==> src/hw/rtl/tbcl_pkg.sv <==
// ----------------------------------------------------------------------------
// tbcl_pkg: shared types and constants of the two-button combination lock
// widths, register indexes, reset values and the structs passed between units
// ----------------------------------------------------------------------------
package tbcl_pkg;

    localparam int NumCodes          = 5;
    localparam int CodeWidth         = 8;
    localparam int TickWidth         = 8;
    localparam int PosWidth          = 3;
    localparam int CfgIdxWidth       = 3;
    localparam int DefaultCodeLength = 5;

    typedef logic signed [CodeWidth-1:0] t_code;
    typedef logic [TickWidth-1:0]        t_ticks;
    typedef logic [PosWidth-1:0]         t_pos;
    typedef logic [CfgIdxWidth-1:0]      t_cfg_idx;

    // register indexes on the configuration port
    localparam t_cfg_idx REG_CODE_0        = 3'd0;
    localparam t_cfg_idx REG_PRESS_TICKS   = 3'd5;
    localparam t_cfg_idx REG_RELEASE_TICKS = 3'd6;

    localparam t_code  CodeReset [NumCodes] = '{8'sd3, -8'sd3, 8'sd2, -8'sd1, 8'sd1};
    localparam t_ticks PressTicksReset   = 8'd10;
    localparam t_ticks ReleaseTicksReset = 8'd2;

    localparam t_code SumMax = 8'sd127;
    localparam t_code SumMin = -8'sd127;

    // debouncer outcome for one tick
    typedef struct packed {
        logic level;
        logic changed;
    } t_db_result;

    // combination sequencer outcome for one tick
    typedef struct packed {
        t_code sum_now;
        t_pos  position_now;
        logic  step_matched;
        logic  is_open;
        logic  opened;
        logic  closed;
    } t_lock_result;

    // one result item
    typedef struct packed {
        logic  left_level;
        logic  right_level;
        logic  left_changed;
        logic  right_changed;
        t_code sum_now;
        t_pos  position_now;
        logic  step_matched;
        logic  is_open;
        logic  opened;
        logic  closed;
    } t_result;

endpackage

==> src/hw/rtl/tbcl_seq.sv <==
// ----------------------------------------------------------------------------
// tbcl_seq: combination sequencer
// running sum of press steps, code position and lock state
// ----------------------------------------------------------------------------
module tbcl_seq
    import tbcl_pkg::*;
#(
    parameter int CODE_LENGTH = DefaultCodeLength
) (
    input  logic         i_clk,
    input  logic         i_rst_n,
    input  logic         i_accept,
    input  t_db_result   i_left,
    input  t_db_result   i_right,
    input  t_code        i_codes [NumCodes],
    output t_lock_result o_result
);

    localparam t_pos CodeLen     = t_pos'(CODE_LENGTH);
    localparam t_pos NumCodesPos = t_pos'(NumCodes);

    t_code r_sum;
    t_pos  r_idx;
    logic  r_open;
    t_code n_sum;
    t_pos  n_idx;
    logic  n_open;

    logic                  w_press;
    logic signed [CodeWidth:0] w_step;
    logic signed [CodeWidth:0] w_sum_ext;
    t_code                 w_sum_sat;
    t_code                 w_code_sel;
    logic                  w_match;
    t_pos                  w_idx_after;
    logic                  w_opened;

    assign w_press = (i_left.changed & i_left.level) | (i_right.changed & i_right.level);

    always_comb begin
        priority if (i_left.level && !i_right.level) begin
            w_step = -9'sd1;
        end else if (!i_left.level && i_right.level) begin
            w_step = 9'sd1;
        end else begin
            w_step = '0;
        end
    end

    assign w_sum_ext = {r_sum[CodeWidth-1], r_sum} + w_step;

    // saturate at +/-127
    always_comb begin
        priority if (w_sum_ext > 9'sd127) begin
            w_sum_sat = SumMax;
        end else if (w_sum_ext < -9'sd127) begin
            w_sum_sat = SumMin;
        end else begin
            w_sum_sat = w_sum_ext[CodeWidth-1:0];
        end
    end

    always_comb begin
        if (r_idx < NumCodesPos) begin
            w_code_sel = i_codes[r_idx];
        end else begin
            w_code_sel = '0;
        end
    end

    assign w_match     = w_press && (r_idx < CodeLen) && (r_idx < NumCodesPos)
                         && (w_code_sel == w_sum_sat);
    assign w_idx_after = w_match ? t_pos'(r_idx + 3'd1) : r_idx;
    assign w_opened    = w_press && (w_idx_after == CodeLen);

    always_comb begin
        n_sum  = r_sum;
        n_idx  = r_idx;
        n_open = r_open;
        if (w_press) begin
            n_sum  = (w_match || w_opened) ? '0 : w_sum_sat;
            n_idx  = w_opened ? '0 : w_idx_after;
            n_open = w_opened;
        end
    end

    assign o_result = '{
        sum_now:      n_sum,
        position_now: n_idx,
        step_matched: w_match,
        is_open:      n_open,
        opened:       w_opened,
        closed:       w_press & r_open
    };

    always_ff @(posedge i_clk) begin
        if (!i_rst_n) begin
            r_sum  <= '0;
            r_idx  <= '0;
            r_open <= 1'b0;
        end else if (i_accept) begin
            r_sum  <= n_sum;
            r_idx  <= n_idx;
            r_open <= n_open;
        end
    end

endmodule
==> config.mk <==
export PLATFORM = sky130hd
export DESIGN_NAME = tbcl_seq
export DESIGN_NICKNAME = d
export VERILOG_FILES = /design/src/hw/rtl/tbcl_pkg.sv /design/src/hw/rtl/tbcl_seq.sv
export SDC_FILE = /design/constraint.sdc
export NUM_CORES = 1
export LEC_CHECK = 0
export BUFFER_PORTS_ARGS = -buffer_cell sky130_fd_sc_hd__buf_4
export CAP_MARGIN = 25
export CORE_ASPECT_RATIO = 1.5
export CORE_UTILIZATION = 46
export DETAILED_ROUTE_END_ITERATION = 16
export PLACE_DENSITY_LB_ADDON = 0.05
export SYNTH_ARGS = -nofsm -noshare
export SYNTH_HDL_FRONTEND = slang
export SYNTH_SLANG_ARGS = --single-unit
==> constraint.sdc <==
create_clock -name i_clk -period 4.2 [get_ports i_clk]
set_input_delay 0.42 -clock i_clk [delete_from_list [all_inputs] [get_ports i_clk]]
set_output_delay 0.42 -clock i_clk [all_outputs]
set_load 0.01 [all_outputs]
==> results.py <==
metrics = {
    "route": {
        "met1Wirelength_um": 2892,
        "post_drt_wl_per_cell_um": 17.04,
        "drt_drc_violations_left": 0,
        "ant_nets": 0,
        "detail_route.first_pass.iterations": 4,
        "drt_iter0_drc": 158,
        "routed-via-count": 2615,
        "dr_wl_met2_um": 4258,
        "top_signal_layer_used": "met4",
        "vias_per_cell": 5.876,
        "wl_met3_um": 281,
        "totalWireLength_um": 7582,
    },
    "global_routing": {
        "grt_overflow": 0,
        "grt_pass1_vias": 2461,
        "grtUsageTotal_pct": 28.25,
        "antenna_found_initial": 0,
        "global_route_wire_length_before_repair_um": 11270,
        "pin_count_of_the_biggest_net_entering_global_routing": 20,
    },
    "clock_tree": {
        "deepest_clock_path_buffer_count": 2,
        "cts_root_buf": "sky130_fd_sc_hd__clkbuf_8",
        "cts-buffers-inserted": 3,
        "post_cts_hold_buffer_count": 0,
        "cts_tree": "yes",
        "clkTransAtPathRegs_ns": 0.06,
        "clock_latency_ns": 0.25,
        "cts.htree.levels": 1,
        "cts_num_sinks": 12,
    },
    "sta": {
        "skew_ns": 0.002501,
        "hold-worst-slack_ns": 0.4329,
        "finalCritPeriodShare_pct": 99.68,
        "final-hold-violation-count": 0,
        "worst_slew_pin_slew_ns": 0.6042,
        "slew_headroom_pct": 59.67,
        "post-route-worst-setup-slack_ns": 0.01343,
        "timing.final.crit_period_ns": 4.187,
        "rsz0062_at_grt": "true",
        "report.final.slew_viol_count": 0,
        "timing_limited_maximum_frequency_mhz": 238.9,
        "timing.final.setup_violations": 0,
    },
    "final_layout": {
        "top_library_cells_by_usage_in_the_layout_fill_and_taps_aside": "sky130_fd_sc_hd__buf_4 (103), sky130_fd_sc_hd__nand2_1 (34), sky130_fd_sc_hd__a21oi_1 (17)",
        "final_net_count": 434,
        "final_area_um2": 3471,
        "regArea_um2": 242.7,
        "post_route_cells_drive_above_1_share_pct": 48.03,
        "area.growth.synth_to_final_pct": 54.63,
        "final_core_util_pct": 75.18,
        "fillCellCount": 352,
        "layout_commonest_cell": "sky130_fd_sc_hd__buf_4",
        "antenna_cell_count": 0,
        "layout.cells.non_filler": 445,
        "multiInputGateArea_um2": 2113,
    },
    "yosys": {
        "adder_cell_fraction_of_synth_area_pct": 4.571,
        "postSynthAreaPerCell_um2": 7.821,
        "post_synth_num_cell_types": 79,
        "synthCells": 287,
        "main_area_contributors_after_synthesis": "sky130_fd_sc_hd__dfxtp_1 (11%), sky130_fd_sc_hd__nand2_1 (5.7%), sky130_fd_sc_hd__o31ai_1 (5.7%), sky130_fd_sc_hd__mux4_2 (5.0%), sky130_fd_sc_hd__a21oi_1 (4.0%)",
        "postSynthNetCount": 339,
        "synth-seq-cells": 12,
        "netlist_area_um2": 2245,
        "yosys_warn_count": 0,
        "synth_top_flop_cell": "sky130_fd_sc_hd__dfxtp_1",
        "synth-simple-area-share_pct": 28.99,
        "library_cell_with_the_largest_summed_area_after_synthesis": "sky130_fd_sc_hd__dfxtp_1",
        "netlist.area_leader.share_pct": 10.70,
        "number_of_enable_flip_flop_cells_after_synthesis": 0,
        "synth_top_family_by_area": "compound AO/OA/AOI/OAI gates",
        "synth.yosys.seq_area_share_pct": 10.70,
        "yosys.area_share.xor_xnor_pct": 4.292,
        "synth-async-reset-ratio_pct": 0,
        "synth.mux.area_fraction_pct": 9.197,
        "synth-compound-area-share_pct": 34.06,
    },
    "floorplanning": {
        "io_pins": 62,
        "initial_utilization_pct": 48.62,
        "chipHeight_um": 87.56,
        "full_die_area_um2": 5169,
        "num_rows": 30,
        "core_region_area_um2": 4617,
        "floorplan.die.width_um": 59.04,
    },
    "critical_path": {
        "timing.critical_path.required_ns": 3.78,
        "setup.worst_path.start_class": "input pin",
        "crit_arrival_ns": 3.77,
        "timing.critical_path.fanout_max": 7,
        "setup.worst_path.class": "input pin to output port",
        "endpoint_kind": "output port",
    },
    "place": {
        "port_buffers": 61,
        "placement.cell_area_um2": 2899,
        "place.detailed.hpwl_um": 5382,
        "placement.setup.worst_slack_ns": -0.1438,
        "gpl.final_weighted_congestion": 0.9201,
        "dp.cells": 422,
    },
    "power_and_ir_drop": {
        "max-vdd-ir-drop_v": 0.0001674,
        "p_leak_nw": 1.423,
        "power_per_cell_area_nw_per_um2": 206.6,
    },
    "outcome": {
        "run_status": "finished clean",
    },
    "run": {
        "drv.max_cap_violation_count": 0,
    },
    "min_path": {
        "hold_class": "input pin to flop",
    },
}
[critical path, stage by stage]
cell and delay (ns):
sky130_fd_sc_hd__buf_8 0.11, sky130_fd_sc_hd__inv_8 0.05, sky130_fd_sc_hd__ha_4 0.20, sky130_fd_sc_hd__inv_4 0.05, sky130_fd_sc_hd__ha_4 0.12, sky130_fd_sc_hd__buf_6 0.09, sky130_fd_sc_hd__ha_4 0.14, sky130_fd_sc_hd__nor4_4 0.04
sky130_fd_sc_hd__nor4_4 0.34, sky130_fd_sc_hd__a22o_2 0.26, sky130_fd_sc_hd__o311a_4 0.26, sky130_fd_sc_hd__buf_6 0.11, sky130_fd_sc_hd__xnor2_1 0.06, sky130_fd_sc_hd__o22a_1 0.20, sky130_fd_sc_hd__a2111oi_4 0.36, sky130_fd_sc_hd__nand3_2 0.18
sky130_fd_sc_hd__nor3_4 0.17, sky130_fd_sc_hd__buf_6 0.16, sky130_fd_sc_hd__mux2_4 0.31, sky130_fd_sc_hd__buf_6 0.12
[routing by layer]
layer  track usage [%]  up-vias
li1                  -     1277
met1             31.57     1238
met2             53.20       86
met3             4.579       14
met4             8.658        0
met5                 0        -
[power breakdown]
group	leakage, nW	switching [W]	internal (W)	total (W)
Sequential	0.0984	0.0000170	0.000120	0.000137
Combinational	1.30	0.000218	0.000228	0.000446
Clock	0.0288	0.0000507	0.0000832	0.000134
[stage by stage]
stage          setup TNS [ns]  total power (W)
5_1_grt                -1.368        0.0007564
2_1_floorplan               0        0.0003498
3_3_place_gp          -0.7149        0.0004792
4_1_cts                     0        0.0006441
3_5_place_dp          -0.9297        0.0004824
6_report                    0        0.0007170
[area by class of cell]
type,count,share of cell area [%]
clock buffers,4,1.586
inverters,6,0.9373
multi-input cells,242,60.89
flip-flops and latches,12,6.994
well taps,64,2.307
repair buffers,117,27.29
[cell families after synthesis]
| group | count (synthesis) |
|---|---|
| DFF | 12 |
| muxes | 14 |
| xor gates and xnor gates | 11 |
| and+or+nand+nor | 109 |
| buffers and inverters | 33 |
| adders and majority gates | 9 |
| AOI/OAI and AO/OA | 99 |
[worst paths after layout]
kind	from	to	slack, ns	cells past startpoint
max	i_right[1]	o_result[5]	0.01	20
min	i_accept	r_idx[1]$_SDFFE_PN0P_	0.43	2
max reg2reg	r_sum[1]$_SDFFE_PN0P_	r_idx[2]$_SDFFE_PN0P_	0.53	17
min reg2reg	r_open$_SDFFE_PN0P_	r_open$_SDFFE_PN0P_	0.55	2
[Yosys cell counts, types with 6 or more instances]
| master | number |
|---|---|
| sky130_fd_sc_hd__a31oi_1 | 7 |
| sky130_fd_sc_hd__clkbuf_1 | 8 |
| sky130_fd_sc_hd__inv_1 | 6 |
| sky130_fd_sc_hd__xnor2_1 | 6 |
| sky130_fd_sc_hd__o31ai_1 | 17 |
| sky130_fd_sc_hd__nor2b_1 | 8 |
| sky130_fd_sc_hd__a21oi_1 | 18 |
| sky130_fd_sc_hd__buf_4 | 6 |
| sky130_fd_sc_hd__buf_2 | 9 |
| sky130_fd_sc_hd__nand2_1 | 34 |
| sky130_fd_sc_hd__dfxtp_1 | 12 |
| sky130_fd_sc_hd__nor3_1 | 6 |
| sky130_fd_sc_hd__and2_1 | 11 |
| sky130_fd_sc_hd__mux2i_1 | 6 |
| sky130_fd_sc_hd__o21ai_0 | 14 |
| sky130_fd_sc_hd__nor2_1 | 11 |
[flip-flops by register name, indices dropped and copies added, names as in the netlist]
register / count
r_idx: 3
r_open: 1
r_sum: 8
[timing repair]
item,4_1_cts,5_1_grt
pin swaps,19,19
resized for setup,29,41
setup endpoints to repair,12,14
setup buffers,12,7
Power figures use the tool's default switching activity.
