==> config.mk <==
export PLATFORM = sky130hd
export DESIGN_NAME = tbcl_debounce
export DESIGN_NICKNAME = d
export VERILOG_FILES = /design/src/hw/rtl/tbcl_pkg.sv /design/src/hw/rtl/tbcl_debounce.sv
export SDC_FILE = /design/constraint.sdc
export NUM_CORES = 1
export LEC_CHECK = 0
export BUFFER_PORTS_ARGS = -buffer_cell sky130_fd_sc_hd__buf_2
export CAP_MARGIN = 15
export CORE_ASPECT_RATIO = 0.9
export CORE_MARGIN = 1
export CORE_UTILIZATION = 40
export CTS_BUF_LIST = sky130_fd_sc_hd__clkbuf_2 sky130_fd_sc_hd__clkbuf_4 sky130_fd_sc_hd__clkbuf_8
export DETAILED_ROUTE_END_ITERATION = 8
export PLACE_DENSITY_LB_ADDON = 0.3
export SETUP_SLACK_MARGIN = 0.5
export SYNTH_ARGS = -nofsm -noshare
export SYNTH_HDL_FRONTEND = slang
export SYNTH_SLANG_ARGS = --single-unit
==> constraint.sdc <==
create_clock -name i_clk -period 5 [get_ports i_clk]
set_clock_uncertainty 0.05 [all_clocks]
set_input_delay 0.25 -clock i_clk [delete_from_list [all_inputs] [get_ports i_clk]]
set_output_delay 0.25 -clock i_clk [all_outputs]
set_load 0.05 [all_outputs]
==> src/hw/rtl/tbcl_pkg.sv <==
// ----------------------------------------------------------------------------
// tbcl_pkg: shared types and constants of the two-button combination lock
// widths, register indexes, reset values and the structs passed between units
// ----------------------------------------------------------------------------
package tbcl_pkg;

    localparam int NumCodes          = 5;
    localparam int CodeWidth         = 8;
    localparam int TickWidth         = 8;
    localparam int PosWidth          = 3;
    localparam int CfgIdxWidth       = 3;
    localparam int DefaultCodeLength = 5;

    typedef logic signed [CodeWidth-1:0] t_code;
    typedef logic [TickWidth-1:0]        t_ticks;
    typedef logic [PosWidth-1:0]         t_pos;
    typedef logic [CfgIdxWidth-1:0]      t_cfg_idx;

    // register indexes on the configuration port
    localparam t_cfg_idx REG_CODE_0        = 3'd0;
    localparam t_cfg_idx REG_PRESS_TICKS   = 3'd5;
    localparam t_cfg_idx REG_RELEASE_TICKS = 3'd6;

    localparam t_code  CodeReset [NumCodes] = '{8'sd3, -8'sd3, 8'sd2, -8'sd1, 8'sd1};
    localparam t_ticks PressTicksReset   = 8'd10;
    localparam t_ticks ReleaseTicksReset = 8'd2;

    localparam t_code SumMax = 8'sd127;
    localparam t_code SumMin = -8'sd127;

    // debouncer outcome for one tick
    typedef struct packed {
        logic level;
        logic changed;
    } t_db_result;

    // combination sequencer outcome for one tick
    typedef struct packed {
        t_code sum_now;
        t_pos  position_now;
        logic  step_matched;
        logic  is_open;
        logic  opened;
        logic  closed;
    } t_lock_result;

    // one result item
    typedef struct packed {
        logic  left_level;
        logic  right_level;
        logic  left_changed;
        logic  right_changed;
        t_code sum_now;
        t_pos  position_now;
        logic  step_matched;
        logic  is_open;
        logic  opened;
        logic  closed;
    } t_result;

endpackage

==> src/hw/rtl/tbcl_debounce.sv <==
// ----------------------------------------------------------------------------
// tbcl_debounce: countdown debouncer for one button
// reloads while raw matches the debounced level, counts down while it differs
// ----------------------------------------------------------------------------
module tbcl_debounce
    import tbcl_pkg::*;
(
    input  logic       i_clk,
    input  logic       i_rst_n,
    input  logic       i_accept,
    input  logic       i_raw,
    input  t_ticks     i_press_ticks,
    input  t_ticks     i_release_ticks,
    output t_db_result o_result
);

    logic   r_level;
    t_ticks r_count;
    logic   n_level;
    t_ticks n_count;
    t_ticks w_dec;

    assign w_dec = r_count - 8'd1;

    always_comb begin
        n_level  = r_level;
        n_count  = r_count;
        o_result = '{level: r_level, changed: 1'b0};
        if (i_raw == r_level) begin
            n_count = r_level ? i_release_ticks : i_press_ticks;
        end else if (w_dec == '0) begin
            // new level accepted, reload for it
            n_level  = i_raw;
            n_count  = i_raw ? i_release_ticks : i_press_ticks;
            o_result = '{level: i_raw, changed: 1'b1};
        end else begin
            n_count = w_dec;
        end
    end

    always_ff @(posedge i_clk) begin
        if (!i_rst_n) begin
            r_level <= 1'b0;
            r_count <= PressTicksReset;
        end else if (i_accept) begin
            r_level <= n_level;
            r_count <= n_count;
        end
    end

endmodule

==> results of run 1 <==
-- worst max-delay path: cells and delay by family, from the launching register on --
kind	cells	cell delay (ns)
AOI/OAI and AO/OA	1	0.32
adders and majority gates	1	0.21
buffers and inverters	2	0.32
DFF	1	0.43
muxes	1	0.37
and+or+nand+nor	2	0.40
-- where the power goes --
group | switching [W] | internal [W] | total (W) | leakage [nW]
sequential | 0.0000104 | 0.0000766 | 0.0000870 | 0.0742
clock | 0.0000305 | 0.0000296 | 0.0000601 | 0.0177
combinational | 0.0000287 | 0.0000269 | 0.0000556 | 0.340
total | 0.0000696 | 0.000133 | 0.000203 | 0.432
-- placed cells by master (no fill, tap or decap), drive strengths merged, types with 3 or more instances in the layout --
cell,instances
clkbuf,3
nor2,8
buf,21
nand2,5
dfxtp,9
nor3,3
o21ai,4
mux2i,7
a22oi,3
a21oi,5
inv,4
xnor2,4
-- routing by layer --
| metal | wire [um] | global-route usage, % | vias to the layer above |
|---|---|---|---|
| li1 | - | - | 420 |
| met1 | 938 | 24.2 | 392 |
| met2 | 955 | 33.9 | 25 |
| met3 | 114 | 5.28 | 6 |
| met4 | 22 | 8.65 | 0 |
| met5 | 0 | 0 | - |
-- how the worst min path moves through the flow --
| stage | start | end | cells past startpoint |
|---|---|---|---|
| floorplan | i_rst_n | r_count[3] | 2 |
| detailed placement | i_rst_n | r_count[3] | 2 |
| global route | i_rst_n | r_count[3] | 2 |
| global placement | i_rst_n | r_count[3] | 2 |
| CTS | i_rst_n | r_count[3] | 2 |
| finish | i_rst_n | r_count[3] | 2 |
-- per-stage QoR --
| step | power [W] | utilization [%] |
|---|---|---|
| finish | 0.000203 | 50.1 |
| global route | 0.000217 | 50.1 |
| CTS | 0.000205 | 50.1 |
| detailed placement | 0.000144 | 48.7 |
| global placement | 0.000142 | 48.7 |
| floorplan | 0.000130 | - |
-- flip-flops by register name, indices dropped and copies added, names as in the netlist --
name     flops
r_count      8
r_level      1
-- cells by family after synthesis --
group	count (synthesis)	share of synthesized area, %
muxes	9	10.6
and+or+nand+nor	33	24.1
xor gates and xnor gates	6	7.72
buffers and inverters	10	6.57
adders and majority gates	2	2.86
AOI/OAI and AO/OA	32	27.6
DFF	9	20.6
-- layout make-up --
type                       instances  area, um^2  share of cell area (%)
timing repair buffer              21         105                    10.5
inverter                           4        15.0                    1.51
multi-input combinational         82         638                    64.0
clock buffer                       3        22.5                    2.26
clock inverter                     1        5.00                   0.502
sequential                         9         180                    18.1
tap                               25        31.3                    3.14
==> run metrics, run 1 <==
Post-synth ARST share 0%; syn nets 123; Max clock buf depth 2; Critical Path Max Stage Delay 0.43 ns; Fin Setup TNS 0 ns; final wirelength 2030 um; fmax 0.381 GHz; Yosys warnings 0; IO Pins 22; Slew @ Worst Pin 0.901 ns; pin count of the biggest net entering global routing 16; GRT Overall Usage 20.0%; crit end category output pin; Routed WL per cell 14.0 um; worst skew pair latency 0.27 ns; final instance area 997 um^2; Critical Path RT 4.70 ns; Gate Count Post-Synth 101; fillcell total 213; most common cell in the synthesized netlist dfxtp_1; R2R cell count 6; ANT cells 0; CP Max Fanout 6; share of layout cells above drive strength 1 27.5%; Final Setup Violations 0; Initial Util 44.0%; post-synth top area share 20.6%; IO buf count 21; number of setup buffers added after CTS 0; slowest CP cell dfxtp_1; antenna-violating nets left 0; Area Growth Syn to Fin 13.9%; final net count 143; FF-to-FF End r_count[1]; DIE AREA 0.00238 mm^2; Core Footprint 0.00199 mm^2; width of the chip 51.3 um; Setup CP Type flop to output pin; WHS 0.212 ns; Worst Setup SP r_count[1]; dpl cells 141; worst setup slack after placement 2.70 ns; Yosys reg bits 9; die height 46.4 um; Pleak 0.432 nW; Reg2Reg Launch Point r_count[0]; Avg Cell Area, Syn 8.67 um^2; Critical Path Sink o_result[1]; CP Launch Type flop; final worst path period share 52.4%; routability cong. 0.836; Yosys cell types 50; root buffer cell clkbuf_4; PwrDens 203 mW/mm^2; number of enable flip-flop cells after synthesis 0; slew margin rel. 39.5%; Detailed Place HPWL 1480 um; Pre-Repair DR Iteration Count 4; routed vias 843; CP cell instances inv_1 > ha_1 > and4bb_1 > and3_1 > a31oi_2 > mux2_2 > buf_2; DP Area 970 um^2; clock net sink count 9; Commonest cells post-synth dfxtp_1 (9), nor2_1 (8), mux2i_1 (7); area leader, netlist dfxtp_1; max_cap viols 0; global-route wire length before repair 3420 um; minimum clock period 2.62 ns; RSZ-0062 raised after global routing false; Row Count 15; Congestion Overflow GR 0; H-tree Lvls 1; Final WS setup 2.38 ns; vias in the first global route 772; CTS tree yes; total CTS buffers 3; DRC errors left 0; cts repair resizes 0; top post-synthesis cells by area dfxtp_1 (21%), mux2i_1 (8.0%), nor2_1 (3.4%); initial antenna violation count 0; post-route insts no fill 145; Hold Fails Final Rpt 0; synthesized area 876 um^2; outcome finished clean; r2r setup slk 2.84 ns; Hold Crit Class input pin to flop; Peak VDD IR 0.000152 V; Vias/cell 5.81; hold_buf cts 0; Initial DRC Count 13; Slew Limit Fails 0; sequential share of the synthesized area 20.6%; Worst-path clk slew 0.07 ns; worst path arrival time 2.32 ns; Post-synth top flop dfxtp_1
Power figures use the tool's default switching activity.
==> inputs of run 2 (changes only) <==
==> constraint.sdc (replaced) <==
create_clock -name i_clk -period 2.2 [get_ports i_clk]
set_clock_uncertainty 0.05 [all_clocks]
set_input_delay 0.11 -clock i_clk [delete_from_list [all_inputs] [get_ports i_clk]]
set_output_delay 0.11 -clock i_clk [all_outputs]
set_load 0.05 [all_outputs]
==> run metrics, run 2 (same netlist as run 1, synthesis figures left out) <==
root buffer cell clkbuf_4; GRT Overall Usage 20.6% (+0.55 points); worst setup slack after placement 0.294 ns (-2.40 ns); share of layout cells above drive strength 1 48.9% (+21 points); Final WS setup 0.179 ns (-2.20 ns); Hold Fails Final Rpt 0 (unchanged); Slew @ Worst Pin 0.479 ns (-0.422 ns); WP buf/inv 2 (unchanged); clock share of power 28.9% (-0.8 points); Hold Crit Class input pin to flop; CTS tree yes; hold_buf cts 0 (unchanged); Critical Path Max Stage Delay 0.36 ns (-0.07 ns); top cell family by delay on the critical path simple AND/OR/NAND/NOR gates; Initial DRC Count 19 (+6); P_sw 0.000176 W (+150%); Worst Setup SP r_count[1]; Routed WL per cell 15.7 um (+12%); Pre-Repair DR Iteration Count 4 (unchanged); width of the chip 51.3 um (unchanged); Fin Setup TNS 0 ns (unchanged); slew margin rel. 68.0% (+29 points); pin count of the biggest net entering global routing 16 (unchanged); H-tree Lvls 1 (unchanged); clock net sink count 9 (unchanged); HP Start i_rst_n; total CTS buffers 3 (unchanged); M1 wire length 1110 um (+18%); worst path arrival time 1.86 ns (-0.46 ns); DRC errors left 0 (unchanged); crit end category output pin; routed vias 905 (+7.4%); routed wl met2 1230 um (+29%); CP cell instances inv_4 > ha_4 > and4bb_1 > and3_4 > a31oi_4 > mux2_4 > buf_8; Cell Int Power 0.000338 W (+150%); Max clock buf depth 2 (unchanged); final instance area 0.00124 mm^2 (+24%); WL met3 127 um (+11%); final wirelength 2480 um (+22%); worst skew pair latency 0.27 ns (about the same); Sequential Power Share 38.3% (-4.6 points); slowest CP cell dfxtp_4; IO Pins 22 (unchanged); die height 46.4 um (unchanged); Row Count 15 (unchanged); most common cell after layout, fill and taps aside buf_2; global-route wire length before repair 3560 um (+4.0%); Core Footprint 0.00199 mm^2 (unchanged); IO buf count 21 (unchanged); CP Launch Type flop; DIE AREA 0.00238 mm^2 (unchanged); fmax 0.495 GHz; Congestion Overflow GR 0 (unchanged); outcome finished clean; final worst path period share 91.9%; Peak VDD IR 0.000357 V (+140%); top layer in use met4; Worst-path clk slew 0.07 ns (about the same); Slew Limit Fails 0 (unchanged); vias in the first global route 759 (-1.7%); post-route insts no fill 158 (+9.0%); CP Max Fanout 3 (-3); minimum clock period 2.02 ns; ANT cells 0 (unchanged); Vias/cell 5.73 (-1.5%); Reg2Reg Launch Point r_count[0]; final net count 156 (+9.1%); Area Growth Syn to Fin 41.7%; PwrDens 414 mW/mm^2 (+100%); Critical Path RT 2.04 ns (-2.66 ns); biggest regs r_count (8), r_level (1); max_cap viols 0 (unchanged); sw frac 34.2% (-0.15 points); Reg with most FFs r_count; Detailed Place HPWL 1540 um (+3.9%); Setup CP Type flop to output pin; most frequent cells in the layout buf_2 (19), buf_4 (11), mux2i_1 (7); dpl cells 143 (+1.4%); Initial Util 44.0% (unchanged); RSZ-0062 raised after global routing true; Logic pwr share 32.9% (+5.5 points); DP Area 0.00102 mm^2 (+5.7%); antenna-violating nets left 0 (unchanged); Final Setup Violations 0 (unchanged); Pleak 0.511 nW (+18%); max FFs per register 8 (unchanged); initial antenna violation count 0 (unchanged); routability cong. 0.840 (+0.39%)
==> run 2: cell count changes in the layout (fill, tap and decap cells not counted), sizes merged <==
| cell | before | now |
|---|---|---|
| clkinv | 1 | 0 |
| clkbuf | 3 | 4 |
| buf | 21 | 34 |
==> run 2: final timing paths <==
check,to,slack [ns],cells past startpoint
worst max-delay path,o_result[1],0.18,7
worst min-delay path,r_count[3],0.09,2
worst max register to register,r_count[1],0.30,7
worst min register to register,r_level,0.61,2
==> run 2: routing by layer <==
metal  GRT usage, %  up-vias
met4           6.49        0
met2           34.2       32
met1           26.5      424
met5              0        -
li1               -      447
met3           4.95        2
==> run 2: power by group through the flow <==
stage	clock, W	combinational [W]	sequential, W
2_1_floorplan	0	0.000112	0.000191
3_3_place_gp	0	0.000137	0.000198
3_5_place_dp	0	0.000140	0.000199
4_1_cts	0.000153	0.000155	0.000192
5_1_grt	0.000167	0.000183	0.000198
6_report	0.000148	0.000169	0.000196
==> run 2: what timing repair did <==
action / 4_1_cts / 5_1_grt
pin swaps: 6 / 10
resized for setup: 7 / 16
setup buffers: 8 / 3
setup endpoints to repair: 9 / 11
==> run 2: cell type report <==
type                       instances  area (um^2)
fill                             182          748
multi-input combinational         82          744
timing repair buffer              34          226
sequential                         9          189
tap                               25         31.3
clock buffer                       4         30.0
inverter                           4         20.0
==> run 2: stage by stage <==
stage	utilization [%]	total power (W)	hold WS [ns]
final	62.4	0.000513	0.0861
after global routing	62.4	0.000548	0.0789
after CTS	57.2	0.000500	0.0795
after detailed placement	51.5	0.000339	0.366
after global placement	51.5	0.000335	0.360
after floorplan	-	0.000304	0.292
